$ cat config.mk
export PLATFORM = sky130hd
export DESIGN_NAME = ltre_alu
export DESIGN_NICKNAME = d
export VERILOG_FILES = /design/src/design/ltre_pkg.sv /design/src/design/ltre_alu.sv
export SDC_FILE = /design/constraint.sdc
export NUM_CORES = 1
export LEC_CHECK = 0
export ABC_AREA = 1
export BUFFER_PORTS_ARGS = -buffer_cell sky130_fd_sc_hd__buf_2
export CAP_MARGIN = 20
export CORE_MARGIN = 2
export CORE_UTILIZATION = 55
export DETAILED_ROUTE_END_ITERATION = 6
export PLACE_DENSITY = 0.75
export REMOVE_ABC_BUFFERS = 1
export SLEW_MARGIN = 10
export SYNTH_ARGS = -nofsm -noshare
export SYNTH_HDL_FRONTEND = slang
export SYNTH_SLANG_ARGS = --single-unit
$ cat constraint.sdc
create_clock -name clock -period 5.4 [get_ports clock]
set_input_delay 0.27 -clock clock [delete_from_list [all_inputs] [get_ports clock]]
set_output_delay 0.27 -clock clock [all_outputs]
set_load 0.05 [all_outputs]
$ cat src/design/ltre_pkg.sv
// Shared types and constants for the left-to-right expression evaluator.
// No dependencies; every other design file imports this package.
`timescale 1ns / 1ps

package ltre_pkg;

   // Default accumulator width and fixed channel field widths
   localparam int DATA_WIDTH_DEF = 32;
   localparam int CHAR_W         = 16;
   localparam int RESULT_W       = 32;

   // Character codes that the evaluator acts on
   localparam logic [CHAR_W-1:0] CHAR_ZERO  = 16'h0030;
   localparam logic [CHAR_W-1:0] CHAR_NINE  = 16'h0039;
   localparam logic [CHAR_W-1:0] CHAR_PLUS  = 16'h002B;
   localparam logic [CHAR_W-1:0] CHAR_MINUS = 16'h002D;
   localparam logic [CHAR_W-1:0] CHAR_STAR  = 16'h002A;
   localparam logic [CHAR_W-1:0] CHAR_SLASH = 16'h002F;

   // Pending operator encoding
   typedef enum logic [1:0] {
      OP_ADD = 2'd0,
      OP_SUB = 2'd1,
      OP_MUL = 2'd2,
      OP_DIV = 2'd3
   } op_type;

   // Top-level sequencer states
   typedef enum logic [2:0] {
      ST_IDLE,
      ST_OP_START,
      ST_OP_WAIT,
      ST_FIN_START,
      ST_FIN_WAIT,
      ST_EMIT
   } seq_state_type;

   // Arithmetic unit phases
   typedef enum logic [2:0] {
      PH_IDLE,
      PH_ADDSUB,
      PH_MUL,
      PH_DIV,
      PH_FIX,
      PH_DONE
   } alu_phase_type;

   // Command from sequencer to arithmetic unit
   typedef struct packed {
      logic   start;
      op_type op;
   } alu_cmd_type;

   // Status from arithmetic unit to sequencer
   typedef struct packed {
      logic busy;
      logic done;
   } alu_stat_type;

endpackage

$ cat src/design/ltre_alu.sv
// Shared iterative arithmetic unit: add, subtract, shift-add multiply and
// restoring signed divide, all through one adder. Depends on ltre_pkg.
`timescale 1ns / 1ps

module ltre_alu import ltre_pkg::*; #(
   parameter int DATA_WIDTH = DATA_WIDTH_DEF
) (
   input  logic                  clock,
   input  logic                  reset,
   input  alu_cmd_type           cmd,
   input  logic [DATA_WIDTH-1:0] opa,
   input  logic [DATA_WIDTH-1:0] opb,
   output alu_stat_type          stat,
   output logic [DATA_WIDTH-1:0] result
);

   localparam int                CNT_W    = $clog2(DATA_WIDTH);
   localparam logic [CNT_W-1:0]  CNT_LAST = CNT_W'(DATA_WIDTH - 1);

   alu_phase_type         phase_ff, phase_in;
   op_type                op_ff, op_in;
   logic [CNT_W-1:0]      cnt_ff, cnt_in;
   logic [DATA_WIDTH-1:0] res_ff, res_in;
   logic [DATA_WIDTH-1:0] p_ff, p_in;
   logic [DATA_WIDTH-1:0] q_ff, q_in;
   logic                  neg_ff, neg_in;

   logic [DATA_WIDTH:0]   add_x;
   logic [DATA_WIDTH:0]   add_y;
   logic                  add_sub;
   logic [DATA_WIDTH+1:0] add_sum;
   logic [DATA_WIDTH-1:0] mag_a;
   logic [DATA_WIDTH-1:0] mag_b;

   // Magnitudes of the operands for the divide
   assign mag_a = opa[DATA_WIDTH-1] ? (~opa + 1'b1) : opa;
   assign mag_b = opb[DATA_WIDTH-1] ? (~opb + 1'b1) : opb;

   // Shared adder; top bit is the carry, set when x >= y on a subtract
   assign add_sum = {1'b0, add_x} + {1'b0, add_y ^ {(DATA_WIDTH+1){add_sub}}}
                  + (DATA_WIDTH+2)'(add_sub);

   // Next phase
   always_comb begin
      phase_in = phase_ff;
      unique case (phase_ff)
         PH_IDLE: begin
            if (cmd.start) begin
               unique case (cmd.op)
                  OP_MUL:  phase_in = PH_MUL;
                  OP_DIV:  phase_in = (opb == '0) ? PH_DONE : PH_DIV;
                  default: phase_in = PH_ADDSUB;
               endcase
            end
         end
         PH_ADDSUB: phase_in = PH_DONE;
         PH_MUL:    if (cnt_ff == CNT_LAST) phase_in = PH_DONE;
         PH_DIV:    if (cnt_ff == CNT_LAST) phase_in = PH_FIX;
         PH_FIX:    phase_in = PH_DONE;
         PH_DONE:   phase_in = PH_IDLE;
         default:   phase_in = PH_IDLE;
      endcase
   end

   // Status and adder operand selection
   always_comb begin
      stat.busy = (phase_ff != PH_IDLE);
      stat.done = (phase_ff == PH_DONE);
      add_x     = '0;
      add_y     = '0;
      add_sub   = 1'b0;
      unique case (phase_ff)
         PH_ADDSUB: begin
            add_x   = {1'b0, q_ff};
            add_y   = {1'b0, p_ff};
            add_sub = (op_ff == OP_SUB);
         end
         PH_MUL: begin
            add_x = {1'b0, res_ff};
            add_y = {1'b0, p_ff};
         end
         PH_DIV: begin
            add_x   = {res_ff, q_ff[DATA_WIDTH-1]};
            add_y   = {1'b0, p_ff};
            add_sub = 1'b1;
         end
         PH_FIX: begin
            add_y   = {1'b0, q_ff};
            add_sub = neg_ff;
         end
         default: begin
            add_x = '0;
         end
      endcase
   end

   // Datapath next values
   always_comb begin
      op_in  = op_ff;
      cnt_in = cnt_ff;
      res_in = res_ff;
      p_in   = p_ff;
      q_in   = q_ff;
      neg_in = neg_ff;
      case (phase_ff)
         PH_IDLE: begin
            if (cmd.start) begin
               op_in  = cmd.op;
               cnt_in = '0;
               res_in = '0;
               neg_in = opa[DATA_WIDTH-1] ^ opb[DATA_WIDTH-1];
               case (cmd.op)
                  OP_MUL: begin
                     q_in = opb;
                     p_in = opa;
                  end
                  OP_DIV: begin
                     q_in = mag_a;
                     p_in = mag_b;
                     // divide by zero leaves the dividend
                     if (opb == '0) res_in = opa;
                  end
                  default: begin
                     q_in = opa;
                     p_in = opb;
                  end
               endcase
            end
         end
         PH_ADDSUB: res_in = add_sum[DATA_WIDTH-1:0];
         PH_MUL: begin
            if (q_ff[0]) res_in = add_sum[DATA_WIDTH-1:0];
            p_in   = p_ff << 1;
            q_in   = q_ff >> 1;
            cnt_in = cnt_ff + 1'b1;
         end
         PH_DIV: begin
            // keep the trial difference when it did not borrow
            if (add_sum[DATA_WIDTH+1]) res_in = add_sum[DATA_WIDTH-1:0];
            else res_in = {res_ff[DATA_WIDTH-2:0], q_ff[DATA_WIDTH-1]};
            q_in   = {q_ff[DATA_WIDTH-2:0], add_sum[DATA_WIDTH+1]};
            cnt_in = cnt_ff + 1'b1;
         end
         PH_FIX: res_in = add_sum[DATA_WIDTH-1:0];
         default: begin
            res_in = res_ff;
         end
      endcase
   end

   // Phase register
   always_ff @(posedge clock) begin
      if (reset) begin
         phase_ff <= PH_IDLE;
      end else begin
         phase_ff <= phase_in;
      end
   end

   // Operand and result registers
   always_ff @(posedge clock) begin
      op_ff  <= op_in;
      cnt_ff <= cnt_in;
      res_ff <= res_in;
      p_ff   <= p_in;
      q_ff   <= q_in;
      neg_ff <= neg_in;
   end

   assign result = res_ff;

endmodule

Yosys cells after proc, flatten, opt, wreduce, memory -nomap -nowiden
Index checks and enable logic that the tools add are counted.
{"block": "classes", "add_sub_neg": 5, "eq_ne": 13, "n_mux": 25, "bitwise": 4, "reduce_logical": 16}
{"cell": "2-to-1 mux 32 bit", "count": 9}
{"cell": "case mux 32 bit (2 select lines)", "count": 4}
{"cell": "case mux 32 bit (4 select lines)", "count": 1}
{"cell": "case mux 33 bit (3 select lines)", "count": 1}
{"cell": "case mux 32 bit (3 select lines)", "count": 1}
{"cell": "adder 32 x 1 -> 32 bit, second input constant", "count": 2}
{"cell": "NOT 32 bit", "count": 2}
{"cell": "adder 33 x 33 -> 34 bit", "count": 1}
{"cell": "adder 34 x 1 -> 34 bit", "count": 1}
{"cell": "bitwise XOR 33 bit", "count": 1}
{"cell": "zero test 32 bit", "count": 1}
{"cell": "2-to-1 mux 3 bit", "count": 4}
{"cell": "case mux 3 bit (4 select lines)", "count": 1}
{"cell": "case mux 5 bit (2 select lines)", "count": 1}
{"cell": "inequality test 2 bit, second input constant", "count": 4}
{"cell": "AND reduction 2 bit", "count": 4}
{"cell": "equality test 3 x 2 -> 1 bit, second input constant", "count": 2}
{"cell": "equality test 3 bit, second input constant", "count": 2}
{"cell": "case mux 3 bit (2 select lines)", "count": 1}
{"cell": "AND reduction 3 bit", "count": 2}
{"cell": "nonzero test 3 bit", "count": 2}
{"cell": "adder 5 x 1 -> 5 bit, second input constant", "count": 1}
{"cell": "equality test 5 bit, second input constant", "count": 1}
{"cell": "2-to-1 mux 5 bit", "count": 1}
{"cell": "10 further kinds", "count": 13}
{"block": "word_totals", "reg_bits": 107, "inputBits": 69, "out_inout_bits": 34, "word_cells": 70}

Logic depth before layout (Yosys ltp)
{"block": "depth", "depth_word": 8, "depth_mapped": 25, "depth_no_buf": 23}

Worst setup path after synthesis
No wires, ideal clock.
{"block": "synth_path", "path_type": "register to register", "start": "register phase_ff[1]", "end": "register res_ff[0] (netlist: result[0]), data pin", "setup_time_ns": 0.267, "arrival_time_ns": 3.250, "t_required_ns": 5.133, "path_slack_ns": 1.883, "stages_incl_launch_ff": 24, "n_path_buf": 5, "period_less_slack_ns": 3.517, "path_cell_list": "dfxtp_1 > buf_4 > inv_1 > nand3_2 > buf_4 > nor2_2 > nor2_1 > buf_2 > inv_2 > buf_2 > xor2_1 > ha_1 > nand2_1 > nor2_1 > inv_1 > nor2_1 > inv_1 > o21ai_0 > nand2_1 > nand3_4 > inv_2 > buf_6 > o22ai_1 > o211ai_1"}
{"block": "synth_via", "elab_chain_cells": 8, "elab_cells_between_ends": 16, "cone_classes": "add/sub: 2; eq/ne: 4; mux: 6; bitwise: 1; reduce/logical: 3"}
{"item": "start: declaration", "line": "ltre_alu.sv:20", "source": "alu_phase_type phase_ff, phase_in;"}
{"item": "start signal: assignment", "line": "ltre_alu.sv:156", "source": "phase_ff <= phase_in;"}
{"item": "equality test 3 x 2 -> 1 bit or equality test 3 x 1 -> 1 bit (tied branches)", "line": "ltre_alu.sv:72, ltre_alu.sv:105"}
{"item": "OR reduction 3 bit (no source line)"}
{"item": "case mux 32 bit (2 select lines)", "line": "ltre_alu.sv:72", "source": "unique case (phase_ff)"}
{"item": "bitwise XOR 33 bit", "line": "ltre_alu.sv:40", "source": "assign add_sum = {1'b0, add_x} + {1'b0, add_y ^ {(DATA_WIDTH+1){add_sub}}}"}
{"item": "adder 33 x 33 -> 34 bit", "line": "ltre_alu.sv:40"}
{"item": "adder 34 x 1 -> 34 bit", "line": "ltre_alu.sv:41", "source": "+ (DATA_WIDTH+2)'(add_sub);"}
{"item": "2-to-1 mux 32 bit (on tied branches)", "line": "ltre_alu.sv:139, ltre_alu.sv:132"}
{"item": "case mux 32 bit (4 select lines) (*)", "line": "ltre_alu.sv:105", "source": "case (phase_ff)"}
{"item": "named net res_in[0]", "line": "ltre_alu.sv:23", "source": "logic [DATA_WIDTH-1:0] res_ff, res_in;"}
{"item": "end signal: assignment", "line": "ltre_alu.sv:164", "source": "res_ff <= res_in;"}
{"item": "end: declaration", "line": "ltre_alu.sv:23"}
Mark *: on every way through the listed nets, which the timed path passes. The rest lies on a longest branch. The select of a mux whose other input is x is not followed.
A chain may end at the register's enable or synchronous reset.

Worst setup path in the final report
{"block": "layout_path", "start": "register phase_ff[1]", "end": "register res_ff[22] (netlist: result[22]), data pin"}
The elaborated chain is that of the path after synthesis.

==> results.sh <==
export IMPL_diodes=0
export IMPL_criticalPathCategory="flip-flop to flip-flop"
export IMPL_cts_hold_buf=0
export IMPL_final_common_cell="nand2_1"
export IMPL_start_kind="flip-flop"
export IMPL_routed_via_count=12390
export IMPL_core_um2=20100
export IMPL_hold_violations=0
export IMPL_required_ns=5.51
export IMPL_timing_final_crit_share_pct=90.75
export IMPL_fmax_mhz=204.1
export IMPL_slew_violations=0
export IMPL_grt_pass1_vias=11380
export IMPL_yosysWarnings=0
export IMPL_syn_area_um2=11170
export IMPL_cts_resized=0
export IMPL_num_rows=52
export IMPL_power_total_mw=7.096
export IMPL_grt_pass1_wl_um=63350
export IMPL_power_leakage_nw=5.470
export IMPL_insertion_delay_ns=0.37
export IMPL_grt_overflow=0
export IMPL_cts_buffer_depth=2
export IMPL_viasPerCell=6.261
export IMPL_async_reset_ff_share_pct=0
export IMPL_drv_cap=0
export IMPL_hpwlAfterDp_um=30090
export IMPL_worst_setup_hold_path_clk_slew_ns=0.09
export IMPL_setup_viol_count_final=0
export IMPL_yosysTopAreaCell="edfxtp_1"
export IMPL_rsz0062_at_grt="no"
export IMPL_synthCells=1647
export IMPL_root_buffer="clkbuf_16"
export IMPL_antenna_left=0
export IMPL_crit_fanout=28
export IMPL_drive_above_1_share_pct=11.64
export IMPL_critPathCaptureType="flip-flop"
export IMPL_relSlewSlack_pct=26.21
export IMPL_die_area_um2=21460
export IMPL_grt_max_degree=56
export IMPL_drc=0
export IMPL_die_x_um=146.5
export IMPL_start_util_pct=55.55
export IMPL_wl_per_cell_um=20.27
export IMPL_cts_setup_buffers=0
export IMPL_cts_tree="done"
export IMPL_die_h_um=146.5
export IMPL_syn_to_final_growth_pct=9.120
export IMPL_drtPass1Iterations=6
export IMPL_post_route_min_period_ns=4.900
export IMPL_cts_max_level=3
export IMPL_synth_edff_count=104
export IMPL_layout_common_cells="nand2_1, inv_1, nand3_1, nor2_1, o21ai_0"
export IMPL_synth_seq_area_share_pct=28.50
export IMPL_cts_made_buffers=9
export IMPL_io_buffers=102
export IMPL_clkSinkCount=107
export IMPL_final_util_pct=60.62
export IMPL_tightestPinTransition_ns=1.106
export IMPL_routabilityCongestion=0.9905
export IMPL_cp_data_arrival_time_ns=5.01
export IMPL_routed_wl_um=40110
export IMPL_synth_seq_cells=107
export IMPL_status="finished clean"
export IMPL_ios=103
export IMPL_synthTopCellsByArea="edfxtp_1, nand2_1, nand3_1, inv_1, o21ai_0"
export IMPL_antenna_found_initial=0
export IMPL_finalClockSkew_ns=0.01165
export IMPL_ys_types=55
export IMPL_netlist_area_leader_share_pct=27.96
export IMPL_vdd_drop_max_mv=0.2252
export IMPL_final_nets=1810
export IMPL_grt_use_total_pct=37.41
export IMPL_holdCritPathClass="primary input to flip-flop"
export IMPL_first_iter_violations=1943
export IMPL_syn_avg_cell_area_um2=6.781
export IMPL_fin_setup_tns_ns=0
export IMPL_power_density_nw_per_um2=582.2
export IMPL_synthFlopType="edfxtp_1"
==> cells in the mapped netlist, types with 7 or more instances <==
cell	n
o21ai_0	122
inv_1	192
edfxtp_1	104
ha_1	36
inv_2	16
xnor2_1	21
buf_1	8
xor2_1	38
o22ai_1	21
nand4_1	12
a21oi_1	81
a22oi_1	19
o21ai_1	7
clkbuf_1	57
nor2_1	138
nand2_1	390
nor3_1	25
nor2_2	10
a221oi_1	12
o221ai_1	57
o211ai_1	23
nand3_1	154
a41oi_1	18
==> per-layer routing <==
metal | part of all wire, % | wire length, um | up-vias | global-route usage, %
met5 | 0 | 0 | - | 0
met4 | 2.5 | 1001 | 0 | 10.87
met3 | 13 | 5233 | 74 | 6.125
met2 | 42 | 16700 | 818 | 54.41
met1 | 43 | 17180 | 5667 | 56.99
li1 | - | - | 5831 | -
==> stage by stage <==
stage / cell area (um^2) / setup slack, ns / hold slack, ns / cells
3_5_place_dp: 11860 / 0.6880 / 0.4861 / 1963
3_3_place_gp: 11860 / 0.8031 / 0.4769 / 1963
2_1_floorplan: 10840 / 0.8745 / 0.3391 / 1570
5_1_grt: 12190 / 0.1938 / 0.09119 / 1979
6_report: 12190 / 0.4998 / 0.1023 / 1979
4_1_cts: 12190 / 0.6386 / 0.09188 / 1979
==> logic make-up after synthesis <==
| logic type | share of synthesized area (%) |
|---|---|
| simple gates | 30.36 |
| compound gates | 22.15 |
| buf+inv | 10.15 |
| flops | 28.50 |
| xor+xnor | 4.627 |
| fa+ha+maj | 4.212 |
==> worst max-delay path, stage by stage (launching register included) <==
cell      delay [ns]
dfxtp_1         0.41
nor2_4          0.20
inv_4           0.14
nor2_2          0.40
inv_1           0.39
o21ai_0         0.55
xor2_1          0.14
ha_1            0.37
a21oi_1         0.19
o21ai_0         0.15
a21oi_1         0.24
o21ai_0         0.16
nand2_1         0.13
nand3_4         0.23
nand2_4         0.32
inv_2           0.24
o21ai_0         0.22
o221ai_1        0.13
==> report_power, final <==
part           total (mW)  internal (mW)  switching, mW
sequential           1.80           1.50          0.301
combinational        4.51           1.34           3.17
clock               0.787          0.416          0.370
==> registers in the layout (all words and copies together), names as in the netlist <==
signal and flops:
op_ff 2, phase_ff 3, p_ff 32, q_ff 32, neg_ff 1, cnt_ff 5, result 32
==> final cells by class <==
type	instances	area (um^2)
multi-input cells	1250	6865
clock inverters	7	103.9
clock buffers	9	225.2
inverters	213	803.3
flip-flops and latches	107	3183
repair buffers	123	668.1
fillers	1927	7918
well taps	270	337.8
==> path summary, 6_finish.rpt <==
| kind | start | endpoint | slack, ns | cells past startpoint |
|---|---|---|---|---|
| worst min-delay path | reset | phase_ff[2]$_SDFFE_PP0P_ | 0.10 | 2 |
| worst max register to register | phase_ff[1]$_SDFFE_PP0P_ | result[22]$_DFFE_PP_ | 0.50 | 17 |
| worst max-delay path | phase_ff[1]$_SDFFE_PP0P_ | result[22]$_DFFE_PP_ | 0.50 | 17 |
| worst min register to register | q_ff[30]$_DFFE_PP_ | q_ff[29]$_DFFE_PP_ | 0.58 | 2 |
(Power assumes the default switching activity.)
